## src/sv/btb_ram.sv

```systemverilog
// ----------------------------------------------------------------------------
// Generic RAM
// One write port, one read port, registered read data.
// ----------------------------------------------------------------------------
module btb_ram #(
    parameter int WIDTH = 8,
    parameter int DEPTH = 16
) (
    input  logic                     aclk,
    input  logic                     we,
    input  logic [$clog2(DEPTH)-1:0] waddr,
    input  logic [WIDTH-1:0]         wdata,
    input  logic [$clog2(DEPTH)-1:0] raddr,
    output logic [WIDTH-1:0]         rdata
);
    logic [WIDTH-1:0] mem [DEPTH];

    always_ff @(posedge aclk) begin
        if (we) begin
            mem[waddr] <= wdata;
        end
        rdata <= mem[raddr];
    end
endmodule

```

## config.mk

```make
export PLATFORM = sky130hd
export DESIGN_NAME = btb_ram
export DESIGN_NICKNAME = d
export VERILOG_FILES = /design/src/sv/btb_ram.sv
export SDC_FILE = /design/constraint.sdc
export NUM_CORES = 1
export LEC_CHECK = 0
export BUFFER_PORTS_ARGS = -buffer_cell sky130_fd_sc_hd__buf_2
export CAP_MARGIN = 20
export CORE_MARGIN = 4
export CORE_UTILIZATION = 60
export DETAILED_ROUTE_END_ITERATION = 8
export PLACE_DENSITY = 0.78
export SYNTH_ARGS = -nofsm -noshare
export SYNTH_HDL_FRONTEND = slang
export SYNTH_SLANG_ARGS = --single-unit
```

## constraint.sdc

```tcl
create_clock -name aclk -period 1.8 [get_ports aclk]
set_input_delay 0.09 -clock aclk [delete_from_list [all_inputs] [get_ports aclk]]
set_output_delay 0.09 -clock aclk [all_outputs]
set_load 0.02 [all_outputs]
```

==> flow_summary.ini, run 1 <==
[status]
outcome = finished clean

[flow_run]
timing.max_cap.violations = 0

[clocking]
cts-buffers-inserted = 17
hold_buffers = 8
post_cts_buffers = 0
clock_sinks = 136
cts_tree = built
root_buffer = clkbuf_8
ctsResizeCount = 0
clk_pin_slew_ns = 0.06
clk-insertion-delay-late_ns = 0.52
cts-htree-levels = 4
cts_buffer_depth = 2

[cells_and_area]
layout_common_cells = edfxtp_1, buf_2, buf_4
drive_above_1_share = 0.303
final_common_cell = edfxtp_1
antenna_cells = 0
area_growth_pct = 20.1
postLayoutCellArea_um2 = 6180
nets = 309

[placed_design]
placed_area_um2 = 5480
dp_hpwl_um = 5890
io_buffer_count = 25
gp_congestion = 0.743

[die]
die_w_um = 101
rows = 33
coreArea_um2 = 8300
dieArea_um2 = 10100
die_height_um = 101
initial_core_util = 0.620
io_pins = 26

[yosys]
syn-instance-count = 229
yosysWarnings = 0
syn_area_per_cell_um2 = 22.5
synth_cell_types = 19
synth_fp_nets = 247
syn_area_um2 = 5150
ys_seq_area_frac = 0.778
ys_ff_latch = 136

[worst_setup_path]
cp_cell_sequence = mux4_1 > a22oi_1 > nand2_1
worstPathArrival_ns = 1.89
worstSetupEndpointType = flop
critPathMaxFanout = 1
r2r.worst_path.cells = 3
r2r_start = mem[2][5]
critPathKind = reg -> reg
critPathLaunchType = flop
worst_path_max_delay_cell = mux4_1
cpPeakStageDelay_ns = 0.57
worstReg2RegEnd = rdata[5]
r2r_slack_ns = 0.31
cp.required_ns = 2.20

[power]
peakVddDrop_v = 0.000918
pwr-share-clk = 0.478
p_comb_frac = 0.048
power_switching_mw = 1.46
p_int_mw = 6.06
power_leakage_nw = 2.14
p_seq_frac = 0.474
power.density_nw_per_um2 = 1220
switching_share = 0.195

[routing]
viasPerCell = 6.23
drtPass1Iterations = 4
wl_um = 10100
drc = 0
dr_total_vias = 2549
avgRoutedWirePerCell_um = 24.7
drtAntennaViolNets = 0
drt_iter0_markers = 235

[worst_hold_path]
hold_path_class = in -> reg
hold_end = mem[0][3]
worstHoldStart = waddr[0]
worstHoldPathCells = 3

[sta]
finalMaxSlewViolations = 0
min_period_over_period = 0.826
hold_violations = 0
slew-limit-headroom = 0.505
worst-slew-pin-transition_ns = 0.740
setup_viol = 0
fin_setup_tns_ns = 0
skew_ns = 0.00975
rsz0062_at_grt = no
max_freq_mhz = 673
fin_crit_ns = 1.49

[global_route]
track_usage = 0.226
antenna_found_initial = 0
grt_max_degree = 33
grt_pass1_vias = 2697
overflow = 0
grt_pass1_wl_um = 15800
-- cell usage after synthesis --
master | count | area share
nor2b_1 | 1 | 0.0012
nand2_1 | 9 | 0.0066
clkdlybuf4s25_2 | 3 | 0.0058
or3b_2 | 1 | 0.0017
nand3_1 | 1 | 0.00097
edfxtp_1 | 128 | 0.75
buf_2 | 3 | 0.0029
nor2_1 | 13 | 0.0095
a22oi_1 | 16 | 0.023
and2b_1 | 1 | 0.0015
buf_4 | 1 | 0.0015
nand2b_1 | 2 | 0.0024
and2_1 | 1 | 0.0012
nand3b_1 | 2 | 0.0029
dfxtp_1 | 8 | 0.031
nor3_1 | 4 | 0.0039
mux4_2 | 18 | 0.079
mux4_1 | 14 | 0.071
buf_6 | 3 | 0.0066
-- logic make-up after synthesis --
family / after synthesis / synth area share
mux: 32 / 0.150
flops: 136 / 0.778
buf+inv: 10 / 0.0168
compound gates: 16 / 0.0233
simple gates: 35 / 0.0318
-- metal layers --
layer	GRT usage	up-vias	wire length (um)
met1	0.306	1320	4070
met5	0	-	0
met4	0.0891	0	226
met3	0.0740	17	691
li1	-	1101	-
met2	0.344	111	5110
-- cell type report --
cell class                 instances  area [um2]
sequential                       136        4000
fill                             449        2120
multi-input combinational         83        1060
clock buffer                      17         414
timing repair buffer              53         368
clock inverter                    15         208
tap                              105         131
-- worst max-delay path, delay by kind of cell (launching register included) --
| kind | cells | cell delay (ns) |
|---|---|---|
| flops | 1 | 0.39 |
| simple gates | 1 | 0.09 |
| mux | 1 | 0.57 |
| compound gates | 1 | 0.32 |
-- registers in the layout, indices dropped and copies added (netlist names) --
name	flops
mem	128
rdata	8
-- power groups by stage --
stage / Sequential, mW / Clock, mW / Combinational (mW)
6_report: 3.57 / 3.60 / 0.361
5_1_grt: 3.57 / 3.80 / 0.388
4_1_cts: 3.57 / 3.66 / 0.364
3_5_place_dp: 3.63 / 0 / 0.343
3_3_place_gp: 3.63 / 0 / 0.336
2_1_floorplan: 3.65 / 0 / 0.180
-- worst max path at each step --
stage                     startpoint        end  slack, ns
final                      mem[2][5]   rdata[5]       0.31
after global routing       mem[0][5]   rdata[5]       0.29
after CTS                  mem[0][5]   rdata[5]       0.29
after detailed placement    raddr[0]   rdata[5]       0.23
after global placement      raddr[0]   rdata[3]       0.25
after floorplan             waddr[2]  mem[0][0]       0.22
-- through the flow --
stage / total power [mW] / util / cells / hold WS [ns] / worst slack [ns]
after floorplan: 3.83 / - / 229 / 0.189 / 0.217
after CTS: 7.59 / 0.745 / 409 / 0.101 / 0.293
final: 7.52 / 0.745 / 409 / 0.134 / 0.314
after global routing: 7.76 / 0.745 / 409 / 0.141 / 0.285
after global placement: 3.96 / 0.660 / 369 / 0.476 / 0.248
after detailed placement: 3.97 / 0.660 / 369 / 0.487 / 0.231
(Power assumes the default switching activity.)
==> run 2, diff against run 1 <==
- ABC_AREA: default -> 1
- CORE_UTILIZATION: 60 -> 61
- PLACE_DENSITY: 0.78 -> 0.79
- clock period: 1.8 -> 1.5 ns (I/O delays scaled with it)
==> run 2 against run 1 <==
  * Flip-flop and latch count unchanged
  * Die area up 9.4%
  * Combinational power up 60%
  * Via count up 56%
  * Routed wire length up 28%
  * Clock skew up 0.00096 ns
  * Clock power up 11%
  * Critical path depth down 2
  * Sequential power up 20%
  * Largest power group is now sequential cells
==> flow_summary.ini, run 2 <==
[status]
outcome = finished clean

[die]
rows = 35
coreArea_um2 = 9240
die_w_um = 105
initial_core_util = 0.624
die_height_um = 105
dieArea_um2 = 11100
io_pins = 26

[sta]
hold_violations = 0
min_period_over_period = 0.704
rsz0062_at_grt = no
setup_viol = 0
worst_slack_ns = 0.444
finalMaxSlewViolations = 0
worst-slew-pin-transition_ns = 0.379
slew-limit-headroom = 0.747
fin_crit_ns = 1.06
fin_setup_tns_ns = 0
max_freq_mhz = 947
skew_ns = 0.0107

[yosys]
yosysMostFrequentCell = nand2_1
syn-instance-count = 551
synth_cell_types = 12
synth-main-ff-cell = edfxtp_1
async_reset_ff_frac = 0
synth_area_leader_cell = edfxtp_1
syn_area_per_cell_um2 = 10.5
yosysWarnings = 0
synth_common_cells = nand2_1, edfxtp_1, inv_1
synth-edff-count = 128
synth_fp_nets = 569
syn_area_um2 = 5770
synth.area.top_cells = edfxtp_1, nand2_1, nand3_1
synth_top_area_frac = 0.667
ys_ff_latch = 136
ys_seq_area_frac = 0.694

[cells_and_area]
seq_area_um2 = 4000
final_common_cell = nand2_1
n_fill_cell = 611
multi_input_area_um2 = 1210
reg_top3 = mem (128), rdata (8)
antenna_cells = 0
area_growth_pct = 17.2
regMostFlops = mem
drive_above_1_share = 0.125
largest_reg_flops = 128
layout_common_cells = nand2_1, edfxtp_1, inv_1
nets = 620

[placed_design]
dpl_worst_slack_ns = 0.293
io_buffer_count = 25
dp_hpwl_um = 7400
gp_congestion = 0.867

[routing]
drtPass1Iterations = 8
drtAntennaViolNets = 0
viasPerCell = 5.33
wl_um = 12900
dr_total_vias = 3969
drt_iter0_markers = 373
avgRoutedWirePerCell_um = 17.3
drc = 0

[flow_run]
timing.max_cap.violations = 0

[power]
power_leakage_nw = 2.95
peakVddDrop_v = 0.00102
power.density_nw_per_um2 = 1310

[clocking]
clock_sinks = 136
root_buffer = clkbuf_8
cts-htree-levels = 4
cts-buffers-inserted = 17
post_cts_buffers = 0
clk-insertion-delay-late_ns = 0.52
ctsResizeCount = 0
cts_tree = built
clk_pin_slew_ns = 0.06
cts_buffer_depth = 2

[worst_setup_path]
worstSetupEndpointType = primary output
critPathLaunchType = flop
cp_top_family = flip-flops
cp_cell_sequence = buf_2
critPathKind = reg -> out
crit_buf_inv = 1
worst_path_max_delay_cell = dfxtp_1
worstPathArrival_ns = 0.98
cpPeakStageDelay_ns = 0.31
cp.required_ns = 1.42
critPathMaxFanout = 1

[global_route]
grt_max_degree = 65
grt_pass1_vias = 3971
antenna_found_initial = 0
overflow = 0
track_usage = 0.252
grt_pass1_wl_um = 20600

[worst_hold_path]
hold_path_class = in -> reg
-- run 2: cell types whose count changed after synthesis, sizes merged, moves of 2 or more --
cell,previous run,this run
inv,0,102
nor2,13,17
a22oi,16,0
nand2b,2,0
clkdlybuf4s25,3,0
nand2,9,173
nor3,4,0
buf,7,24
nand3,1,97
mux4,32,0
-- run 2: what timing repair did --
action	in CTS	in global routing
setup endpoints to repair	0	0
hold buffers	9	0
hold endpoints to repair	134	0
-- run 2: cells by family (layout without fill, tap and decap cells) --
logic type,count (synthesis),after routing,synth area share
buffers and inverters,126,190,0.0952
AND/OR/NAND/NOR,289,289,0.210
flip-flops,136,136,0.694
-- run 2: worst paths after layout --
check,start,end,slack (ns),cells past startpoint
worst max-delay path,rdata[1],rdata[1],0.44,1
worst max register to register,mem[6][6],rdata[6],0.47,6
worst min-delay path,waddr[1],mem[6][7],0.1,3
worst min register to register,mem[10][5],rdata[5],0.68,6
-- run 2: per-stage QoR --
step | utilization | area [um2] | cells | hold slack [ns] | total power, mW
after floorplan | - | 5770 | 551 | 0.174 | 4.68
after global placement | 0.659 | 6090 | 703 | 0.440 | 4.87
after detailed placement | 0.659 | 6090 | 703 | 0.441 | 4.89
after CTS | 0.731 | 6760 | 744 | 0.0845 | 8.87
after global routing | 0.731 | 6760 | 744 | 0.118 | 9.13
final | 0.731 | 6760 | 744 | 0.0988 | 8.85
-- run 2: cell type report --
type,instances,area share
Clock inverter,13,0.0230
Multi-Input combinational cell,289,0.180
Inverter,102,0.0567
Tap cell,129,0.0239
Sequential cell,136,0.593
Timing Repair Buffer,56,0.0619
Clock buffer,19,0.0624
-- run 2: power breakdown --
part | leakage (nW) | switching [mW] | internal (mW)
registers | 1.22 | 0.0219 | 4.25
clock network | 0.269 | 1.49 | 2.51
logic | 1.46 | 0.400 | 0.176
total | 2.95 | 1.91 | 6.94
-- run 2: metal layers --
metal | vias to the layer above | GRT usage | wire (um)
li1 | 1876 | - | -
met1 | 1853 | 0.319 | 4910
met2 | 205 | 0.408 | 6500
met3 | 35 | 0.0527 | 1030
met4 | 0 | 0.139 | 456
met5 | - | 0 | 0
